`src/rtl/ipdata_frame_receiver_defines.svh`:
```
// assertion helpers for the ipdata frame receiver
`ifndef IPDATA_FRAME_RECEIVER_DEFINES_SVH
`define IPDATA_FRAME_RECEIVER_DEFINES_SVH

// same-cycle implication, off while reset is low
`define IFR_ASSERT_NOW(lbl, clk, rstn, ante, cons, msg) \
    lbl: assert property (@(posedge clk) disable iff (!rstn) (ante) |-> (cons)) \
        else $error(msg);

// next-cycle implication, off while reset is low
`define IFR_ASSERT_NEXT(lbl, clk, rstn, ante, cons, msg) \
    lbl: assert property (@(posedge clk) disable iff (!rstn) (ante) |=> (cons)) \
        else $error(msg);

`endif

```
`src/rtl/ifr_pkg.sv`:
```
package ifr_pkg;

    localparam int HDR_LEN = 8;
    localparam int HM_W    = 3;
    localparam int LEN_W   = 10;
    localparam int DIG_W   = 2;
    localparam int HEX_W   = 11;
    localparam int TMO_W   = 14;

    localparam logic [7:0] CH_PERCENT = 8'h25;
    localparam logic [7:0] CH_COMMA   = 8'h2C;
    localparam logic [7:0] CH_QUOTE   = 8'h22;
    localparam logic [7:0] HEX_UC_OFS = 8'h37;
    localparam logic [7:0] HEX_LC_OFS = 8'h57;

    localparam logic [TMO_W-1:0] TMO_MIN = TMO_W'(10);
    localparam logic [DIG_W-1:0] MAX_DIGITS = DIG_W'(3);

    typedef enum logic {
        OP_BYTE = 1'b0,
        OP_TICK = 1'b1
    } t_op;

    typedef enum logic [2:0] {
        PH_HUNT  = 3'd0,
        PH_LEN   = 3'd1,
        PH_QUOTE = 3'd2,
        PH_DATA  = 3'd3
    } t_phase;

    typedef enum logic [1:0] {
        KIND_PAYLOAD = 2'd0,
        KIND_ACCEPT  = 2'd1,
        KIND_REJECT  = 2'd2
    } t_kind;

    typedef enum logic [1:0] {
        CAUSE_NONE    = 2'd0,
        CAUSE_LENGTH  = 2'd1,
        CAUSE_FORMAT  = 2'd2,
        CAUSE_TIMEOUT = 2'd3
    } t_cause;

    // one registered input beat handed to the deframer
    typedef struct packed {
        logic       valid;
        t_op        op;
        logic [7:0] rx_byte;
    } t_item;

    function automatic logic [7:0] hdr_char(input logic [HM_W-1:0] idx);
        logic [7:0] ch;
        case (idx)
            3'd0:    ch = 8'h25; // %
            3'd1:    ch = 8'h49; // I
            3'd2:    ch = 8'h50; // P
            3'd3:    ch = 8'h44; // D
            3'd4:    ch = 8'h41; // A
            3'd5:    ch = 8'h54; // T
            3'd6:    ch = 8'h41; // A
            3'd7:    ch = 8'h3A; // :
            default: ch = 8'h00;
        endcase
        return ch;
    endfunction

    // bit 4 set marks a character that is not a hex digit
    function automatic logic [4:0] hex_value(input logic [7:0] c);
        logic [7:0] d;
        logic [4:0] v;
        d = 8'h00;
        v = 5'h10;
        if (c >= 8'h30 && c <= 8'h39) begin
            d = c - 8'h30;
            v = {1'b0, d[3:0]};
        end else if (c >= 8'h41 && c <= 8'h46) begin
            d = c - HEX_UC_OFS;
            v = {1'b0, d[3:0]};
        end else if (c >= 8'h61 && c <= 8'h66) begin
            d = c - HEX_LC_OFS;
            v = {1'b0, d[3:0]};
        end
        return v;
    endfunction

endpackage

```
`src/rtl/ifr_stream_if.sv`:
```
interface ifr_in_if;
    import ifr_pkg::*;

    logic       valid;
    logic       ready;
    t_op        opcode;
    logic [7:0] rx_byte;

    modport source (output valid, output opcode, output rx_byte, input ready);
    modport sink   (input valid, input opcode, input rx_byte, output ready);
endinterface

interface ifr_out_if;
    import ifr_pkg::*;

    logic             valid;
    logic             ready;
    t_kind            result_kind;
    logic [7:0]       payload_byte;
    t_cause           reject_cause;
    logic [LEN_W-1:0] declared_length;
    logic             is_last;

    modport source (output valid, output result_kind, output payload_byte,
                    output reject_cause, output declared_length, output is_last,
                    input ready);
    modport sink   (input valid, input result_kind, input payload_byte,
                    input reject_cause, input declared_length, input is_last,
                    output ready);
endinterface

```
`src/rtl/ifr_in_stage.sv`:
```
module ifr_in_stage (
    input  logic          i_clk,
    input  logic          i_rst_n,
    ifr_in_if.sink        i_in,
    input  logic          i_take,
    output ifr_pkg::t_item o_item
);
    import ifr_pkg::*;

    logic       r_valid;
    t_op        r_op;
    logic [7:0] r_byte;
    logic       n_valid;

    // stage frees up when the deframer takes the beat
    assign i_in.ready = !r_valid || i_take;
    assign n_valid    = i_in.ready ? i_in.valid : r_valid;

    always_ff @(posedge i_clk) begin
        if (!i_rst_n) begin
            r_valid <= 1'b0;
        end else begin
            r_valid <= n_valid;
        end
    end

    always_ff @(posedge i_clk) begin
        if (i_in.valid && i_in.ready) begin
            r_op   <= i_in.opcode;
            r_byte <= i_in.rx_byte;
        end
    end

    assign o_item = '{valid: r_valid, op: r_op, rx_byte: r_byte};

endmodule

```
`src/rtl/ifr_deframer.sv`:
```
module ifr_deframer (
    input  logic           i_clk,
    input  logic           i_rst_n,
    input  ifr_pkg::t_item i_item,
    output logic           o_take,
    ifr_out_if.source      o_out
);
    import ifr_pkg::*;

    t_phase            r_phase,  n_phase;
    logic [HM_W-1:0]   r_hm,     n_hm;
    logic [LEN_W-1:0]  r_len,    n_len;
    logic [DIG_W-1:0]  r_dig,    n_dig;
    logic [HEX_W-1:0]  r_hex,    n_hex;
    logic [3:0]        r_held,   n_held;
    logic [TMO_W-1:0]  r_tmo,    n_tmo;

    logic              r_out_valid, n_out_valid;
    t_kind             r_kind;
    logic [7:0]        r_pbyte;
    t_cause            r_cause;
    logic [LEN_W-1:0]  r_dlen;
    logic              r_last;

    logic              res_valid;
    t_kind             res_kind;
    logic [7:0]        res_byte;
    t_cause            res_cause;
    logic              verdict;
    logic              accept;
    t_cause            vcause;

    logic [7:0]        c;
    logic              is_digit;
    logic [4:0]        hexv;
    logic [TMO_W-1:0]  len_x10;
    logic [TMO_W-1:0]  tmo_dec;
    logic [HEX_W-1:0]  hex_lim;
    logic [HEX_W-1:0]  hex_inc;

    assign o_take = i_item.valid && (!r_out_valid || o_out.ready);

    assign c        = i_item.rx_byte;
    assign is_digit = (c >= 8'h30) && (c <= 8'h39);
    assign hexv     = hex_value(c);
    assign len_x10  = TMO_W'({r_len, 3'b000}) + TMO_W'({r_len, 1'b0});
    assign tmo_dec  = (r_tmo != '0) ? r_tmo - TMO_W'(1) : '0;
    assign hex_lim  = {r_len, 1'b1};
    assign hex_inc  = r_hex + HEX_W'(1);

    always_comb begin
        n_phase   = r_phase;
        n_hm      = r_hm;
        n_len     = r_len;
        n_dig     = r_dig;
        n_hex     = r_hex;
        n_held    = r_held;
        n_tmo     = r_tmo;
        res_valid = 1'b0;
        res_kind  = KIND_PAYLOAD;
        res_byte  = 8'h00;
        res_cause = CAUSE_NONE;
        verdict   = 1'b0;
        accept    = 1'b0;
        vcause    = CAUSE_NONE;

        if (i_item.op == OP_TICK) begin
            if (r_phase == PH_QUOTE || r_phase == PH_DATA) begin
                if (tmo_dec < TMO_MIN) begin
                    verdict = 1'b1;
                    vcause  = CAUSE_TIMEOUT;
                end else begin
                    n_tmo = tmo_dec;
                end
            end
        end else begin
            case (r_phase)
                PH_LEN: begin
                    if (is_digit) begin
                        if (r_dig >= MAX_DIGITS) begin
                            verdict = 1'b1;
                            vcause  = CAUSE_FORMAT;
                        end else begin
                            n_len = LEN_W'(len_x10 + TMO_W'(c[3:0]));
                            n_dig = r_dig + DIG_W'(1);
                        end
                    end else if (c == CH_COMMA && r_dig != '0 && r_len != '0) begin
                        n_phase = PH_QUOTE;
                        n_tmo   = len_x10;
                    end else begin
                        verdict = 1'b1;
                        vcause  = CAUSE_FORMAT;
                    end
                end
                PH_QUOTE: begin
                    if (c != CH_QUOTE) begin
                        verdict = 1'b1;
                        vcause  = CAUSE_FORMAT;
                    end else begin
                        n_phase = PH_DATA;
                        n_hex   = '0;
                        n_held  = '0;
                    end
                end
                PH_DATA: begin
                    if (c == CH_QUOTE) begin
                        verdict = 1'b1;
                        accept  = (r_hex[HEX_W-1:1] == r_len);
                        vcause  = CAUSE_LENGTH;
                    end else if (hexv[4]) begin
                        verdict = 1'b1;
                        vcause  = CAUSE_FORMAT;
                    end else if (r_hex >= hex_lim) begin
                        verdict = 1'b1;
                        vcause  = CAUSE_LENGTH;
                    end else begin
                        n_hex = hex_inc;
                        if (hex_inc[0]) begin
                            n_held = hexv[3:0];
                        end else begin
                            res_valid = 1'b1;
                            res_byte  = {r_held, hexv[3:0]};
                            n_held    = '0;
                        end
                    end
                end
                default: begin
                    // header hunt; a stray '%' restarts the match at one
                    if (c == hdr_char(r_hm)) begin
                        if (r_hm == HM_W'(HDR_LEN - 1)) begin
                            n_phase = PH_LEN;
                            n_hm    = '0;
                            n_len   = '0;
                            n_dig   = '0;
                        end else begin
                            n_hm = r_hm + HM_W'(1);
                        end
                    end else begin
                        n_hm = (c == CH_PERCENT) ? HM_W'(1) : '0;
                    end
                end
            endcase
        end

        if (verdict) begin
            res_valid = 1'b1;
            res_kind  = accept ? KIND_ACCEPT : KIND_REJECT;
            res_cause = accept ? CAUSE_NONE : vcause;
            n_phase   = PH_HUNT;
            n_hm      = '0;
            n_len     = '0;
            n_dig     = '0;
            n_hex     = '0;
            n_held    = '0;
            n_tmo     = '0;
        end
    end

    assign n_out_valid = o_take ? res_valid : (r_out_valid && !o_out.ready);

    always_ff @(posedge i_clk) begin
        if (!i_rst_n) begin
            r_phase     <= PH_HUNT;
            r_hm        <= '0;
            r_len       <= '0;
            r_dig       <= '0;
            r_hex       <= '0;
            r_held      <= '0;
            r_tmo       <= '0;
            r_out_valid <= 1'b0;
        end else begin
            r_out_valid <= n_out_valid;
            if (o_take) begin
                r_phase <= n_phase;
                r_hm    <= n_hm;
                r_len   <= n_len;
                r_dig   <= n_dig;
                r_hex   <= n_hex;
                r_held  <= n_held;
                r_tmo   <= n_tmo;
            end
        end
    end

    always_ff @(posedge i_clk) begin
        if (o_take && res_valid) begin
            r_kind  <= res_kind;
            r_pbyte <= res_byte;
            r_cause <= res_cause;
            r_dlen  <= r_len;
            r_last  <= verdict;
        end
    end

    assign o_out.valid           = r_out_valid;
    assign o_out.result_kind     = r_kind;
    assign o_out.payload_byte    = r_pbyte;
    assign o_out.reject_cause    = r_cause;
    assign o_out.declared_length = r_dlen;
    assign o_out.is_last         = r_last;

endmodule

```
`src/rtl/ipdata_frame_receiver.sv`:
```
// Deframes modem receive lines %IPDATA:<n>,"<hex>" from a byte stream.
// i_in carries one beat per received byte (opcode 0) or per 10 ms timer
// tick (opcode 1). o_out carries one beat per decoded payload byte and one
// verdict beat (accept or reject, is_last set) at the end of each frame.
// Payload beats leave before the verdict; a sink drops them on a reject.
// Many input beats give no output beat (header, length, ticks).
// An accepted input beat is registered in the input stage, then processed
// by the deframer into the output register before it shows on o_out.
// Throughput: one input beat per cycle while o_out does not stall; the
// parser state update is the logic between the input and output registers.
// When o_out stalls, the output register holds its beat, the input register
// fills, and i_in.ready drops only while both are occupied.
// Reset (synchronous, active low) empties both registers and returns the
// parser to header hunt with the timeout timer idle.
`include "ipdata_frame_receiver_defines.svh"

module ipdata_frame_receiver (
    input  logic       i_clk,
    input  logic       i_rst_n,
    ifr_in_if.sink     i_in,
    ifr_out_if.source  o_out
);
    import ifr_pkg::*;

    t_item w_item;
    logic  w_take;

    ifr_in_stage u_in_stage (
        .i_clk   (i_clk),
        .i_rst_n (i_rst_n),
        .i_in    (i_in),
        .i_take  (w_take),
        .o_item  (w_item)
    );

    ifr_deframer u_deframer (
        .i_clk   (i_clk),
        .i_rst_n (i_rst_n),
        .i_item  (w_item),
        .o_take  (w_take),
        .o_out   (o_out)
    );

    `IFR_ASSERT_NOW(a_last_on_verdict, i_clk, i_rst_n, o_out.valid,
        o_out.is_last == (o_out.result_kind != KIND_PAYLOAD), "is_last mismatch")
    `IFR_ASSERT_NOW(a_clean_accept, i_clk, i_rst_n,
        o_out.valid && o_out.result_kind != KIND_REJECT,
        o_out.reject_cause == CAUSE_NONE && o_out.declared_length != '0,
        "cause or length wrong on payload or accept")
    `IFR_ASSERT_NOW(a_stall_only_full, i_clk, i_rst_n, !i_in.ready,
        w_item.valid && o_out.valid && !o_out.ready, "input stalled without backpressure")
    `IFR_ASSERT_NEXT(a_beat_captured, i_clk, i_rst_n, i_in.valid && i_in.ready,
        w_item.valid, "accepted beat lost")

endmodule
```
`src/flat_wrapper.sv`:
```
// flat-port wrapper written by rule: the top's interface ports become plain ports
module ipdata_frame_receiver_flat import ifr_pkg::*;
  (i_clk, i_rst_n, i_in_valid, i_in_opcode, i_in_rx_byte, i_in_ready, o_out_valid, o_out_result_kind, o_out_payload_byte, o_out_reject_cause, o_out_declared_length, o_out_is_last, o_out_ready);
  ifr_in_if i_in_i ();
  ifr_out_if o_out_i ();
  input  logic i_clk;
  input  logic i_rst_n;
  input wire logic [$bits(i_in_i.valid)-1:0] i_in_valid;
  input wire logic [$bits(i_in_i.opcode)-1:0] i_in_opcode;
  input wire logic [$bits(i_in_i.rx_byte)-1:0] i_in_rx_byte;
  output wire logic [$bits(i_in_i.ready)-1:0] i_in_ready;
  output wire logic [$bits(o_out_i.valid)-1:0] o_out_valid;
  output wire logic [$bits(o_out_i.result_kind)-1:0] o_out_result_kind;
  output wire logic [$bits(o_out_i.payload_byte)-1:0] o_out_payload_byte;
  output wire logic [$bits(o_out_i.reject_cause)-1:0] o_out_reject_cause;
  output wire logic [$bits(o_out_i.declared_length)-1:0] o_out_declared_length;
  output wire logic [$bits(o_out_i.is_last)-1:0] o_out_is_last;
  input wire logic [$bits(o_out_i.ready)-1:0] o_out_ready;
  assign i_in_i.valid = i_in_valid;
  assign i_in_i.opcode = i_in_opcode;
  assign i_in_i.rx_byte = i_in_rx_byte;
  assign i_in_ready = i_in_i.ready;
  assign o_out_valid = o_out_i.valid;
  assign o_out_result_kind = o_out_i.result_kind;
  assign o_out_payload_byte = o_out_i.payload_byte;
  assign o_out_reject_cause = o_out_i.reject_cause;
  assign o_out_declared_length = o_out_i.declared_length;
  assign o_out_is_last = o_out_i.is_last;
  assign o_out_i.ready = o_out_ready;
  ipdata_frame_receiver u_core (.i_clk(i_clk), .i_rst_n(i_rst_n), .i_in(i_in_i), .o_out(o_out_i));
endmodule
```
`config.mk`:
```
export PLATFORM = sky130hd
export DESIGN_NAME = ipdata_frame_receiver_flat
export DESIGN_NICKNAME = d
export VERILOG_FILES = /design/src/rtl/ifr_pkg.sv /design/src/rtl/ifr_stream_if.sv /design/src/rtl/ifr_in_stage.sv /design/src/rtl/ifr_deframer.sv /design/src/rtl/ipdata_frame_receiver.sv /design/src/flat_wrapper.sv
export VERILOG_INCLUDE_DIRS = /design/src /design/src/rtl
export SDC_FILE = /design/constraint.sdc
export NUM_CORES = 1
export LEC_CHECK = 0
export BUFFER_PORTS_ARGS = -buffer_cell sky130_fd_sc_hd__buf_2
export CORE_AREA = 10 10 129 131
export CTS_CLUSTER_SIZE = 28
export DETAILED_ROUTE_END_ITERATION = 10
export DIE_AREA = 0 0 139 141
export GPL_ROUTABILITY_DRIVEN = 0
export PLACE_DENSITY = 0.61
export SYNTH_ARGS = -nofsm -noshare
export SYNTH_HDL_FRONTEND = slang
export SYNTH_SLANG_ARGS = --single-unit
export TNS_END_PERCENT = 1
```
`constraint.sdc`:
```
create_clock -name i_clk -period 4.68 [get_ports i_clk]
set_input_delay 0.936 -clock i_clk [delete_from_list [all_inputs] [get_ports i_clk]]
set_output_delay 0.936 -clock i_clk [all_outputs]
set_load 0.005 [all_outputs]
```
==> out/metrics.cfg <==
[global_routing]
grt_pass1_wl_um = 23740
antenna_found_initial = 0
grt_usage_pct = 14.51
grt_pass1_vias = 4585
gr-total-overflow = 0
grt_max_degree = 31

[setup_path]
reg2reg_from = u_core.u_in_stage.r_byte[3]$_DFFE_PP_
end_kind = flop
worstPathMaxFanout = 13
path_class = reg2reg
start_kind = flop
cp_data_arrival_time_ps = 3990
crit_path_start = u_core.u_in_stage.r_byte[3]$_DFFE_PP_
required_ps = 4930

[pwr]
p_leak_nw = 2.414
power_frac_clock_pct = 42.1
peakVddDrop_mv = 0.1597
switchingPower_uw = 392.1
sw_frac_of_total_pct = 24.48
power_mw = 1.602
p_int_mw = 1.210
p_comb_share_pct = 7.7
pwr-share-seq_pct = 50.3
p_per_area_mw_per_mm2 = 261.5

[timing]
hold_viol_final = 0
finalCritPeriodShare_pct = 79.92
tns_ps = 0
fin_crit_ps = 3740
slew_violations = 0
fmax_mhz = 267.4
tightest_slew_ps = 763.7
clock_skew_ps = 11.49
setup_violations = 0
rsz0062_at_grt = no
slew_headroom_pct = 48.97

[floorplanning]
num_rows = 44
dieArea_mm2 = 0.01960
fp.dieW_um = 139
fp.coreArea_mm2 = 0.01420
num_io_pins = 38
start_util_pct = 38.80
die_h_um = 141

[route]
drc = 0
drt_wl_total_um = 14430
ant_nets = 0
first_pass_iters = 5
wl_per_cell_um = 17.45
vias = 4701
drtIter0Drc = 463
avgViaCountPerCell = 5.684

[logic_synthesis]
syn_area_per_cell_um2 = 9.035
ys_ff_latch = 87
postSynthCellCount = 610
synthArstFlopShare_pct = 0
synth.net_count = 663
synth_ff_type = dfxtp_1
yosys.cell_types.count = 80
yosysWarnings = 0
netlist_area_mm2 = 0.005512
yosysSeqAreaShare_pct = 37.41
synth_edf_count = 32

[cts]
cts_resized = 0
cts_hold_buf = 0
path_clk_slew_ps = 70
clockRootBuffer = clkbuf_16
post_cts_buffers = 0
worstSkewPairLatency_ps = 350
clock-sinks = 87
cts_max_level = 3
cts_buffer_depth = 2
tritoncts = done
cts_buffers = 9

[finish]
nNetsFinal = 691
drive_above_1_share_pct = 13.37
area_growth_pct = 11.15
antenna-diode-count = 0
final_cells = 827
fill_cells = 1382

[run]
max_cap_viol_count = 0

[run_status]
outcome = completed

[place]
io_buffers = 37
placed_cells = 811
dp.final_hpwl_um = 10800

[min_path]
min_from = u_core.u_deframer.r_held[1]$_SDFFE_PN0P_
hold_path.class = reg2reg

[path summary, 6_finish.rpt]
| check | endpoint | slack [ps] | depth (start not counted) |
|---|---|---|---|
| setup / recovery | u_core.u_deframer.r_len[5]$_SDFFE_PN0P_ | 940 | 8 |
| hold / removal | u_core.u_deframer.r_held[1]$_SDFFE_PN0P_ | 480 | 1 |
| setup reg to reg | u_core.u_deframer.r_len[5]$_SDFFE_PN0P_ | 940 | 8 |
| hold reg to reg | u_core.u_deframer.r_held[1]$_SDFFE_PN0P_ | 480 | 1 |
[critical path, stage by stage (launching register included)]
cell and delay (ps):
edfxtp_1 580, nor4b_1 490, nand3_1 180, a2111o_1 470, o211ai_2 310, a21oi_4 170
nor2_2 500, nand3_1 490, o41ai_1 440
[per-stage QoR]
| stage | area (um2) | util (%) | setup slack [ps] | hold slack (ps) |
|---|---|---|---|---|
| final | 6126 | 43.13 | 939.8 | 475.8 |
| after global routing | 6126 | 43.13 | 684.3 | 515.8 |
| after CTS | 6126 | 43.13 | 975.0 | 475.4 |
| after detailed placement | 5856 | 41.23 | 990.5 | 461.4 |
| after global placement | 5856 | 41.23 | 1080 | 458.5 |
| after floorplan | 5512 | - | 912.2 | 440.5 |
[routing by layer]
layer | global-route usage (%) | routed length, um
met4 | 5.601 | 367
met1 | 18.56 | 6697
met5 | 0 | 0
met3 | 2.754 | 700
met2 | 23.66 | 6662
[cell families after synthesis]
logic type,share of synthesized area [%]
AND/OR/NAND/NOR,22.91
AO/OA/AOI/OAI,18.05
flip-flops,37.41
buffers and inverters,4.971
adder cells (fa/ha/maj),9.353
XOR/XNOR,4.608
multiplexers,2.701
[Yosys cell counts, types with 12 or more instances]
library cell,instances,share of area (%)
o31ai_1,15,2.0
xor2_1,12,1.9
nor3_1,19,1.7
xnor2_1,17,2.7
dfxtp_1,55,20
inv_1,38,2.6
edfxtp_1,32,17
a21oi_1,31,2.8
nand2_1,41,2.8
nand3_1,46,4.2
o21ai_0,14,1.3
ha_1,38,8.6
or3_1,13,1.5
and2_1,12,1.4
clkbuf_1,14,0.95
nor2_1,48,3.3
[placed cells by master, fill, tap and decap left out, types with 5 or more instances in the layout]
master,instances
nand4_1,5
buf_4,7
xor2_1,12
o21a_1,9
o22ai_1,5
mux2i_1,9
o21ai_0,14
nand2_1,41
edfxtp_1,32
nor4_1,10
or3_1,13
dfxtp_1,55
nand2b_1,6
ha_1,38
nand3_1,46
inv_1,38
nor3_1,19
o31ai_1,15
a211oi_1,5
a22o_1,5
a21oi_1,30
and3_1,5
a21o_1,6
xnor2_1,17
buf_2,37
and2_1,12
nor2_1,48
clkbuf_16,9
[power by group through the flow]
| stage | Combinational [mW] | Sequential [mW] | Clock [mW] |
|---|---|---|---|
| finish | 0.123 | 0.806 | 0.674 |
| global route | 0.135 | 0.807 | 0.714 |
| CTS | 0.121 | 0.805 | 0.679 |
| detailed placement | 0.119 | 0.822 | 0 |
| global placement | 0.117 | 0.822 | 0 |
| floorplan | 0.0955 | 0.813 | 0 |
[flip-flops by register name, indices dropped and copies added (netlist names), 3 cells and up, named ones only]
register                                 count
u_core.u_deframer.r_hex                     11
u_core.u_in_stage.r_byte                     8
u_core.u_deframer.r_hm                       3
u_core.u_deframer.r_len                     10
u_core.u_deframer.r_tmo                     14
u_core.u_deframer.r_held                     4
u_core.u_deframer.o_out.payload_byte         8
u_core.u_deframer.o_out.declared_length     10
[final cells by class]
cell class,instances,area [um2],area share (%)
multi-input cells,457,3179,51.90
flip-flops and latches,87,2062,33.66
clock buffers,13,250.2,4.085
repair buffers,44,237.7,3.881
well taps,184,230.2,3.758
inverters,39,146.4,2.390
clock inverters,3,20.02,0.3268
Power figures use the tool's default switching activity.
